==> src/sv/tlem_pkg.sv <==
package tlem_pkg;

    localparam int LOG_KEY_BITS_DEF = 16;
    localparam int EXP_KEY_BITS_DEF = 10;
    localparam int EXP_RANGES_DEF   = 42;

    localparam int VAL_W   = 32;
    localparam int RNG_W   = 6;
    localparam int ENTRY_W = VAL_W + RNG_W;
    localparam int IDX_W   = 16;

    typedef enum logic [2:0] {
        OP_WR_LOG = 3'd0,
        OP_WR_EXP = 3'd1,
        OP_ADD    = 3'd2,
        OP_LOG    = 3'd3,
        OP_EXP    = 3'd4,
        OP_MUL    = 3'd5,
        OP_NOP6   = 3'd6,
        OP_NOP7   = 3'd7
    } op_t;

    typedef enum logic [1:0] {
        ST_OK    = 2'd0,
        ST_SIGN  = 2'd1,
        ST_RANGE = 2'd2,
        ST_RSVD  = 2'd3
    } status_t;

    // value, range, status
    typedef struct packed {
        logic signed [VAL_W-1:0] value;
        logic [RNG_W-1:0]        range;
        status_t                 status;
    } num_t;

    // Range-aligning add.
    function automatic num_t add_nums(input logic signed [VAL_W-1:0] av,
                                      input logic [RNG_W-1:0] ar,
                                      input logic signed [VAL_W-1:0] bv,
                                      input logic [RNG_W-1:0] br);
        logic signed [VAL_W-1:0] hv, lv;
        logic [RNG_W-1:0]        hr, d;
        logic signed [VAL_W:0]   lo_al, hi_ex, sum;
        num_t                    n;
        if (br > ar) begin
            hv = bv; hr = br; lv = av; d = br - ar;
        end else begin
            hv = av; hr = ar; lv = bv; d = ar - br;
        end
        hi_ex = $signed({hv[VAL_W-1], hv});
        lo_al = $signed({lv[VAL_W-1], lv}) >>> d;
        sum   = lo_al + hi_ex;
        n = '0;
        if (sum[VAL_W] != sum[VAL_W-1]) begin
            if (hr == '1) begin
                n.status = ST_RANGE;
            end else begin
                // on overflow, sum the halved operands and step the range up by one
                n.value = VAL_W'((lo_al >>> 1) + (hi_ex >>> 1));
                n.range = hr + RNG_W'(1);
            end
        end else begin
            n.value = sum[VAL_W-1:0];
            n.range = hr;
        end
        return n;
    endfunction

endpackage

==> src/sv/tlem_log_front.sv <==
// Leading-one search and key extraction for log2; integer part conversion.
module tlem_log_front #(
    parameter int LOG_KEY_BITS = tlem_pkg::LOG_KEY_BITS_DEF
) (
    input  logic signed [31:0]      m,
    input  logic [5:0]              r,
    output logic [LOG_KEY_BITS-1:0] key,
    output logic                    bad,
    output logic signed [31:0]      ip_value,
    output logic [5:0]              ip_range
);
    import tlem_pkg::*;

    logic [5:0]         p;
    logic [5:0]         s;
    logic signed [7:0]  k;
    logic [6:0]         mag;
    logic [5:0]         q;
    logic signed [63:0] prod;

    always_comb begin
        p = '0;
        for (int i = 0; i < 32; i++) begin
            if (m[i]) p = 6'(i + 1);
        end
        s   = (p > 6'(LOG_KEY_BITS)) ? p - 6'(LOG_KEY_BITS) : '0;
        key = LOG_KEY_BITS'(32'(m) >> s);
        bad = (m <= 0);
        k   = 8'(s) + 8'(r) - 8'sd31;
        mag = k[7] ? 7'(-k) : 7'(k);
        q = '0;
        for (int i = 30; i >= 0; i--) begin
            if ((64'd1 << i) >= 64'(mag)) q = 6'(i);
        end
        if (64'(mag) > (64'd1 << 31)) q = 6'd31;
        prod = 64'(k) <<< (6'd31 - q);
        if (k == 0) begin
            ip_value = '0; ip_range = '0;
        end else begin
            ip_value = (prod > 64'sh7fffffff) ? 32'sh7fffffff : prod[31:0];
            ip_range = q;
        end
    end
endmodule

==> config.mk <==
export PLATFORM = sky130hd
export DESIGN_NAME = tlem_log_front
export DESIGN_NICKNAME = d
export VERILOG_FILES = /design/src/sv/tlem_pkg.sv /design/src/sv/tlem_log_front.sv
export SDC_FILE = /design/constraint.sdc
export NUM_CORES = 1
export LEC_CHECK = 0
export BUFFER_PORTS_ARGS = -buffer_cell sky130_fd_sc_hd__buf_4
export CORE_ASPECT_RATIO = 0.6
export CORE_MARGIN = 2
export CORE_UTILIZATION = 45
export DETAILED_ROUTE_END_ITERATION = 12
export PLACE_DENSITY = 0.71
export SYNTH_ARGS = -nofsm -noshare
export SYNTH_HDL_FRONTEND = slang
export SYNTH_SLANG_ARGS = --single-unit
==> constraint.sdc <==
create_clock -name vclk -period 21.2
set_input_delay 6.36 -clock vclk [all_inputs]
set_output_delay 6.36 -clock vclk [all_outputs]
set_load 0.01 [all_outputs]
# ---- Word level (Yosys, flattened, before mapping)
# Index checks and enable logic that the tools add are counted.
dict set report word_totals {
  reg_bits 0
  in_bits 38
  out_inout_bits 55
  wordCells 62
}
dict set report classes {
  addsub 5
  magnitude_cmp 10
  n_shift 2
  mux 44
  reduce_logical 1
}
# op count
set op_table {}
lappend op_table {{$mux W6} 39}
lappend op_table {{$gt A64 B32 Y1 const B} 1}
lappend op_table {{$mux W32} 2}
lappend op_table {{$sshl A8 B6 Y64} 1}
lappend op_table {{$le A32 B1 Y1 const B} 1}
lappend op_table {{$logic_not A32 Y1} 1}
lappend op_table {{$shr A32 B6 Y16} 1}
lappend op_table {{$sub A7 B5 Y8 const B} 1}
lappend op_table {{$add A6 B6 Y7} 1}
lappend op_table {{$ge A1 B7 Y1 const A} 1}
lappend op_table {{$ge A2 B7 Y1 const A} 1}
lappend op_table {{$ge A3 B7 Y1 const A} 1}
lappend op_table {{$ge A4 B7 Y1 const A} 1}
lappend op_table {{$ge A5 B7 Y1 const A} 1}
lappend op_table {{$ge A6 B7 Y1 const A} 1}
lappend op_table {{$ge A7 B7 Y1 const A} 1}
lappend op_table {{$mux W7} 1}
lappend op_table {{$neg A7 Y7} 1}
lappend op_table {{$gt A6 B5 Y1 const B} 1}
lappend op_table {{$sub A5 B6 Y6 const A} 1}
lappend op_table {{$sub A6 B5 Y6 const B} 1}
lappend op_table {{$mux W1} 2}

# ---- Logic depth before layout (Yosys ltp)
# Gate-level depths: netlist of run 1.
dict set report depth {
  depth_word 51
  depth_mapped 29
}

# ---- Worst setup path before layout of run 1
# OpenSTA, ideal clock, no wires.
dict set report synth_timing {
  path_type {input -> output}
  from {in m[23]}
  to {out ip_value[28]}
  t_arrival_ns 11.867
  required_ns 14.840
  setup_slack_ns 2.973
  path_stages 26
  path_buffers 5
  path_cell_list {nor4_2 > and2_1 > buf_2 > nand4_1 > nand3_1 > or2_1 > buf_2 > inv_2 > clkbuf_1 > buf_2 > ha_1 > ha_1 > inv_1 > fa_1 > buf_2 > and2_0 > nand3_1 > a221o_1 > a31oi_2 > o21ai_2 > o21a_1 > o21ai_4 > mux2i_1 > mux2i_1 > a21oi_2 > or3_1}
}
dict set report synth_between {
  elab_chain_len 28
  word_cells_on_any_way 36
  classes_between {add/sub (5); order compare (9); shift (1); mux (20); reduce/logical (1)}
}
# item line_no
set synth_rtl {}
lappend synth_rtl {{start, declared} tlem_log_front.sv:5} ;# input logic signed [31:0] m,
lappend synth_rtl {{$mux W6 * (9 in series)} tlem_log_front.sv:24} ;# if (m[i]) p = 6'(i + 1);
lappend synth_rtl {{$sub A6 B5 Y6 / $gt A6 B5 Y1 (equally long branches)} tlem_log_front.sv:26} ;# s = (p > 6'(LOG_KEY_BITS)) ? p - 6'(LOG_KEY_BITS) : '0;
lappend synth_rtl {{$mux W6 *} tlem_log_front.sv:26}
lappend synth_rtl {{$add A6 B6 Y7 *} tlem_log_front.sv:29} ;# k = 8'(s) + 8'(r) - 8'sd31;
lappend synth_rtl {{$sub A7 B5 Y8 *} tlem_log_front.sv:29}
lappend synth_rtl {{$neg A7 Y7} tlem_log_front.sv:30} ;# mag = k[7] ? 7'(-k) : 7'(k);
lappend synth_rtl {{$mux W7} tlem_log_front.sv:30}
lappend synth_rtl {{$ge A7 B7 Y1} tlem_log_front.sv:33} ;# if ((64'd1 << i) >= 64'(mag)) q = 6'(i);
lappend synth_rtl {{$mux W1} tlem_log_front.sv:33}
lappend synth_rtl {{$mux W6 (6 in series)} tlem_log_front.sv:33}
lappend synth_rtl {{$sub A5 B6 Y6} tlem_log_front.sv:36} ;# prod = 64'(k) <<< (6'd31 - q);
lappend synth_rtl {{$sshl A8 B6 Y64} tlem_log_front.sv:36}
lappend synth_rtl {{$gt A64 B32 Y1} tlem_log_front.sv:40} ;# ip_value = (prod > 64'sh7fffffff) ? 32'sh7fffffff : prod[31:0];
lappend synth_rtl {{$mux W32} tlem_log_front.sv:40}
lappend synth_rtl {{$mux W32 *} tlem_log_front.sv:37} ;# if (k == 0) begin
lappend synth_rtl {{end, declared} tlem_log_front.sv:9} ;# output logic signed [31:0] ip_value,
# Every way passes the cells marked *; elsewhere a longest branch is shown, timed or not.

# ---- Worst setup path in the final report of run 1
dict set report layout_timing {
  from {in m[27]}
  to {out ip_value[25]}
}
dict set report layout_between {
  elab_chain_len 24
  word_cells_on_any_way 32
  classes_between {add/sub (5); order compare (9); shift (1); mux (16); reduce/logical (1)}
}
# item line_no
set layout_rtl {}
lappend layout_rtl {{$mux W6 * (5 in series)} tlem_log_front.sv:24}
lappend layout_rtl {{$sub A6 B5 Y6 / $gt A6 B5 Y1 (equally long branches)} tlem_log_front.sv:26}
lappend layout_rtl {{$mux W6 *} tlem_log_front.sv:26}
lappend layout_rtl {{$add A6 B6 Y7 *} tlem_log_front.sv:29}
lappend layout_rtl {{$sub A7 B5 Y8 *} tlem_log_front.sv:29}
lappend layout_rtl {{$neg A7 Y7} tlem_log_front.sv:30}
lappend layout_rtl {{$mux W7} tlem_log_front.sv:30}
lappend layout_rtl {{$ge A7 B7 Y1} tlem_log_front.sv:33}
lappend layout_rtl {{$mux W1} tlem_log_front.sv:33}
lappend layout_rtl {{$mux W6 (6 in series)} tlem_log_front.sv:33}
lappend layout_rtl {{$sub A5 B6 Y6} tlem_log_front.sv:36}
lappend layout_rtl {{$sshl A8 B6 Y64} tlem_log_front.sv:36}
lappend layout_rtl {{$gt A64 B32 Y1} tlem_log_front.sv:40}
lappend layout_rtl {{$mux W32} tlem_log_front.sv:40}
lappend layout_rtl {{$mux W32 *} tlem_log_front.sv:37}
# Marks and branches as above.

==> run_results.csv, run 1 <==
group,metric,value,unit
min_path,hold_depth,3,
flow_run,cap_viol_max_count,0,
power_and_ir_drop,power.leakage,1.69,nW
critical_path,delay_of_the_slowest_cell_on_the_worst_path,0.79,ns
synth,syn_area_per_cell,6.45,um2
clock_tree,post_cts_resize_count,0,
sta,worst-slew-pin-transition,1.39,ns
route,ant_nets,0,
sta,final_hold_violating_endpoints,0,
die,die_width,114,um
grt,pin_count_of_the_biggest_net_entering_global_routing,36,
die,effective_utilization_at_floorplan,45.7,%
route,drt_pass1_iterations,6,
grt,grt-ovfl-total,0,
critical_path,path_common_cell,"sky130_fd_sc_hd__buf_4",
synth,synth_largest_type_area_fraction,10.7,%
route,total_via_count_in_the_routed_design,4186,
sta,grt_setup_unrepaired,"no",
final_layout,multiInputGateArea,2830,um2
die,die_h,70.0,um
final_layout,clockBufferCount,0,
grt,number_of_global_route_vias_before_repair,3714,
critical_path,timing.critical_path.fanout_max,35,
sta,layout_min_cycle_time,20.03,ns
route,wl_per_cell,18.7,um
sta,worst_slew_margin_rel,7.66,%
synth,synth_top_cells_by_area,"sky130_fd_sc_hd__mux2i_1 (11%), sky130_fd_sc_hd__a21oi_1 (7.7%), sky130_fd_sc_hd__buf_4 (6.7%)",
critical_path,timing.critical_path.from_type,"input port",
power_and_ir_drop,power_density,73.0,nW/um2
synth,syn-cell-area,3270,um2
sta,final.hold.worst_slack,13.20,ns
critical_path,timing.setup.critical_path_class,"in2out",
final_layout,layout-drive-gt1-share,21.7,%
die,die-area,7990,um2
synth,synth_top_cells_by_count,"sky130_fd_sc_hd__a21oi_1 (50), sky130_fd_sc_hd__nand2_1 (44), sky130_fd_sc_hd__nor2_1 (38)",
sta,setup-tns-final,0,ns
synth,yosys_warnings,0,
grt,antenna_found_initial,0,
clock_tree,cts.hold.buffers_added,0,
route,route.final.wire_length,11.9,mm
synth,cell_with_the_most_instances_after_synthesis,"sky130_fd_sc_hd__a21oi_1",
placement,buffer_ports.inserted,90,
sta,setup-violations-final,0,
sta,maxClockFrequency,49.9,MHz
critical_path,slowest_stage,"sky130_fd_sc_hd__a21oi_2",
synth,post_synth_num_cell_types,75,
synth,register_area_share_after_synthesis,0,%
final_layout,areaGrowthSynthToFinish,14.3,%
critical_path,critical_path.endpoint_type,"output port",
route,initialDrtViolationCount,604,
route,drc,0,
status,status,"finished, final reports clean",
grt,grt_pass1_wl,19.0,mm
final_layout,design.seq.count,0,
route,viasPerCell,6.59,
final_layout,antennaDiodeCount,0,
min_path,hold_path_class,"in2out",
sta,report.final.slew_viol_count,0,
synth,synthCells,507,
final_layout,layout.filler_cells,704,
placement,routabilityCongestion,0.989,
final_layout,seq_area,0,um2
placement,hpwl,9.33,mm
sta,final.period_utilization,94.5,%
die,std_cell_rows,24,
power_and_ir_drop,ir_drop_worst_case_vdd,0.0000313,V
final_layout,finish.net_count,597,
critical_path,cp.required,14.84,ns
critical_path,critical_path_arrival,13.67,ns
die,core_region_area,7150,um2
grt,groute.usage.overall,28.5,%
critical_path,crit_chain,"buf_4, nor4_2, and2_1, nand4_1, nand3_1, or2_1, buf_4, inv_2, ha_1, ha_1, inv_1, fa_1, xor2_1, nand2_1, a21oi_1, a32oi_1, o22ai_2, a2bb2oi_1, o21a_1, a21boi_1, o311ai_2, a21oi_2, o21bai_1, buf_4",
clock_tree,cts.repair_timing.setup_buffer_count,0,
synth,post-synth-top-area-cell,"sky130_fd_sc_hd__mux2i_1",
die,io-pin-count,93,
metrics by stage:
stage / instance area, um2 / cells / worst slack (ns) / utilization, % / power (mW)
after floorplan: 3280 / 509 / 2.97 / - / 0.201
after global placement: 3740 / 635 / 1.73 / 52.3 / 0.265
after detailed placement: 3740 / 635 / 1.41 / 52.3 / 0.267
after CTS: 3740 / 635 / 1.36 / 52.3 / 0.268
after global routing: 3740 / 635 / 0.612 / 52.3 / 0.293
final: 3740 / 635 / 1.17 / 52.3 / 0.273
cells by family after synthesis:
logic type / Yosys count / share of synthesized area (%)
mux: 40 / 12.8
fa+ha+maj: 13 / 5.20
xor+xnor: 4 / 1.07
other cells: 2 / 0.230
simple gates: 187 / 28.7
compound gates: 177 / 38.4
buf+inv: 84 / 13.7
critical path: cells and delay by family:
family	cells	cell delay, ns
compound gates	9	2.92
buf+inv	5	1.01
fa+ha+maj	3	0.99
simple gates	6	1.67
xor+xnor	1	0.70
final cells by class:
type               instances  area share, %
inverters                 27           2.71
multi-input cells        425           75.8
well taps                 91           3.05
repair buffers            92           18.5
report_power, final:
| group | total (mW) | switching [mW] | internal [mW] |
|---|---|---|---|
| Combinational | 0.273 | 0.152 | 0.120 |
| Sequential | 0 | 0 | 0 |
| Clock | 0 | 0 | 0 |
| Total | 0.273 | 0.152 | 0.120 |
routing by layer:
layer  global-route usage [%]  up-vias  wire length [um]
met4                     3.66        0                69
met2                     37.7      365              4420
li1                         -     1951                 -
met5                        0        -                 0
met1                     46.2     1856              5520
met3                     6.51       14              1860
final timing paths:
| path | slack [ns] | startpoint | to |
|---|---|---|---|
| worst min-delay path | 13.20 | m[31] | bad |
| worst max-delay path | 1.17 | m[27] | ip_value[25] |
layout by cell type, fill, tap and decap left out, types with 6 or more instances in the layout:
cell type / n
sky130_fd_sc_hd__o211ai_1: 8
sky130_fd_sc_hd__o22ai_1: 6
sky130_fd_sc_hd__a31oi_1: 9
sky130_fd_sc_hd__a211oi_1: 13
sky130_fd_sc_hd__a21oi_1: 50
sky130_fd_sc_hd__o21a_1: 7
sky130_fd_sc_hd__nand2_1: 44
sky130_fd_sc_hd__mux2i_1: 35
sky130_fd_sc_hd__nor2_1: 38
sky130_fd_sc_hd__ha_1: 12
sky130_fd_sc_hd__a221oi_1: 6
sky130_fd_sc_hd__o211a_1: 6
sky130_fd_sc_hd__nand2b_1: 6
sky130_fd_sc_hd__o21ai_0: 14
sky130_fd_sc_hd__inv_1: 22
sky130_fd_sc_hd__and2_1: 9
sky130_fd_sc_hd__buf_4: 92
sky130_fd_sc_hd__nand3_1: 27
sky130_fd_sc_hd__o21bai_1: 7
sky130_fd_sc_hd__o31ai_1: 7
sky130_fd_sc_hd__nor3_1: 25
Note: power is estimated with default switching activity, not from simulation.
==> run 2: changes to the inputs <==
- clock period: 21.2 -> 23.1 ns (I/O delays scaled with it)
==> run_results.csv, run 2 (synthesis gave the netlist of run 1 again) <==
group,metric,value,unit
power_and_ir_drop,power.leakage,1.70,nW
sta,final.hold.worst_slack,14.31,ns
grt,routing_layer_with_the_top_usage_in_global_route,"met1",
sta,final_hold_violating_endpoints,0,
die,io-pin-count,93,
route,total_via_count_in_the_routed_design,4264,
min_path,min_from,"m[29]",
flow_run,cap_viol_max_count,0,
final_layout,layout.cells.most_common_list,"sky130_fd_sc_hd__buf_4 (94), sky130_fd_sc_hd__a21oi_1 (50), sky130_fd_sc_hd__nand2_1 (44)",
sta,final.period_utilization,90.9,%
route,route.final.wire_length,12.1,mm
final_layout,layout.filler_cells,726,
die,die_width,114,um
sta,worst-slew-pin-transition,1.05,ns
power_and_ir_drop,switching_share,56.0,%
grt,groute.usage.overall,29.2,%
critical_path,critical_path.endpoint_type,"output port",
die,die_h,70.0,um
route,drt_pass1_iterations,8,
placement,buffer_ports.inserted,90,
die,core_region_area,7150,um2
critical_path,timing.critical_path.fanout_max,31,
clock_tree,cts.hold.buffers_added,0,
die,effective_utilization_at_floorplan,45.7,%
critical_path,critical_path_arrival,14.08,ns
placement,hpwl,9.55,mm
power_and_ir_drop,clk_network_pwr_share,0,%
final_layout,layout-drive-gt1-share,22.0,%
power_and_ir_drop,power_density,67.0,nW/um2
power_and_ir_drop,internal_power,111,uW
power_and_ir_drop,p_sw,141,uW
min_path,hold_depth,4,
grt,gr-usage-met2,39.3,%
final_layout,layout.core_utilization,52.5,%
sta,layout_min_cycle_time,21.01,ns
grt,gr-usage-met3,6.77,%
route,drc,0,
final_layout,antennaDiodeCount,0,
sta,report.final.slew_viol_count,0,
critical_path,worst-path-buf-inv,5,
final_layout,finish.net_count,599,
critical_path,timing.critical_path.from_type,"input port",
route,wl_per_cell,19.1,um
grt,grt_use_met1,48.0,%
final_layout,clockBufferCount,0,
critical_path,delay_of_the_slowest_cell_on_the_worst_path,0.77,ns
min_path,hold_path_class,"in2out",
grt,number_of_global_route_vias_before_repair,3636,
critical_path,crit_path_start,"m[23]",
sta,maxClockFrequency,47.6,MHz
grt,grt-ovfl-total,0,
critical_path,timing.setup.critical_path_class,"in2out",
final_layout,final_common_cell,"sky130_fd_sc_hd__buf_4",
placement,routabilityCongestion,0.995,
final_layout,seq_area,0,um2
grt,antenna_found_initial,0,
die,die-area,7990,um2
final_layout,fin_area,3750,um2
critical_path,slowest_stage,"sky130_fd_sc_hd__a21oi_2",
die,std_cell_rows,24,
sta,grt_setup_unrepaired,"no",
sta,setup-violations-final,0,
critical_path,critical-path-top-delay-family,"compound AO/OA/AOI/OAI gates",
placement,post_dp_cell_area,3750,um2
power_and_ir_drop,power.share.sequential,0,%
clock_tree,post_cts_resize_count,0,
power_and_ir_drop,ir_drop_worst_case_vdd,0.0000306,V
clock_tree,cts.repair_timing.setup_buffer_count,0,
final_layout,areaGrowthSynthToFinish,14.7,%
critical_path,cp.required,16.17,ns
status,status,"finished, final reports clean",
grt,grt_pass1_wl,19.4,mm
final_layout,design.seq.count,0,
min_path,worst_hold_path.endpoint,"key[13]",
route,viasPerCell,6.69,
grt,pin_count_of_the_biggest_net_entering_global_routing,35,
power_and_ir_drop,power.share.combinational,100.0,%
sta,worst_slew_margin_rel,30.3,%
critical_path,critical_path_depth,25,
route,initialDrtViolationCount,697,
route,ant_nets,0,
sta,setup-tns-final,0,ns
-- run 2: cell types whose count changed in the layout (fill, tap and decap cells not counted) --
| cell | before | now |
|---|---|---|
| sky130_fd_sc_hd__buf_4 | 92 | 94 |
-- run 2: area by class of cell --
cell class | count | area (um2) | area share (%)
multi-input cells | 425 | 2830 | 75.5
repair buffers | 94 | 706 | 18.8
well taps | 91 | 114 | 3.04
inverters | 27 | 101 | 2.70
-- run 2: metal layers --
| layer | routed length, um | vias to the layer above |
|---|---|---|
| li1 | - | 1957 |
| met1 | 5720 | 1987 |
| met2 | 4640 | 314 |
| met3 | 1740 | 6 |
| met4 | 40 | 0 |
| met5 | 0 | - |
-- run 2: power by group through the flow --
stage          registers, mW  clock network, mW  logic [mW]
3_5_place_dp               0                  0       0.246
3_3_place_gp               0                  0       0.244
4_1_cts                    0                  0       0.247
2_1_floorplan              0                  0       0.185
5_1_grt                    0                  0       0.271
6_report                   0                  0       0.251
-- run 2: how the worst max path moves through the flow --
stage	end	slack (ns)
after global placement	ip_value[25]	2.61
after global routing	ip_value[25]	1.45
final	ip_value[25]	2.09
after floorplan	ip_value[28]	3.73
after CTS	ip_value[25]	2.27
after detailed placement	ip_value[25]	2.29
-- run 2: per-stage QoR --
stage	total power, mW	setup WS, ns	std cells
2_1_floorplan	0.185	3.73	509
3_3_place_gp	0.244	2.61	637
3_5_place_dp	0.246	2.29	637
4_1_cts	0.247	2.27	637
5_1_grt	0.271	1.45	637
6_report	0.251	2.09	637
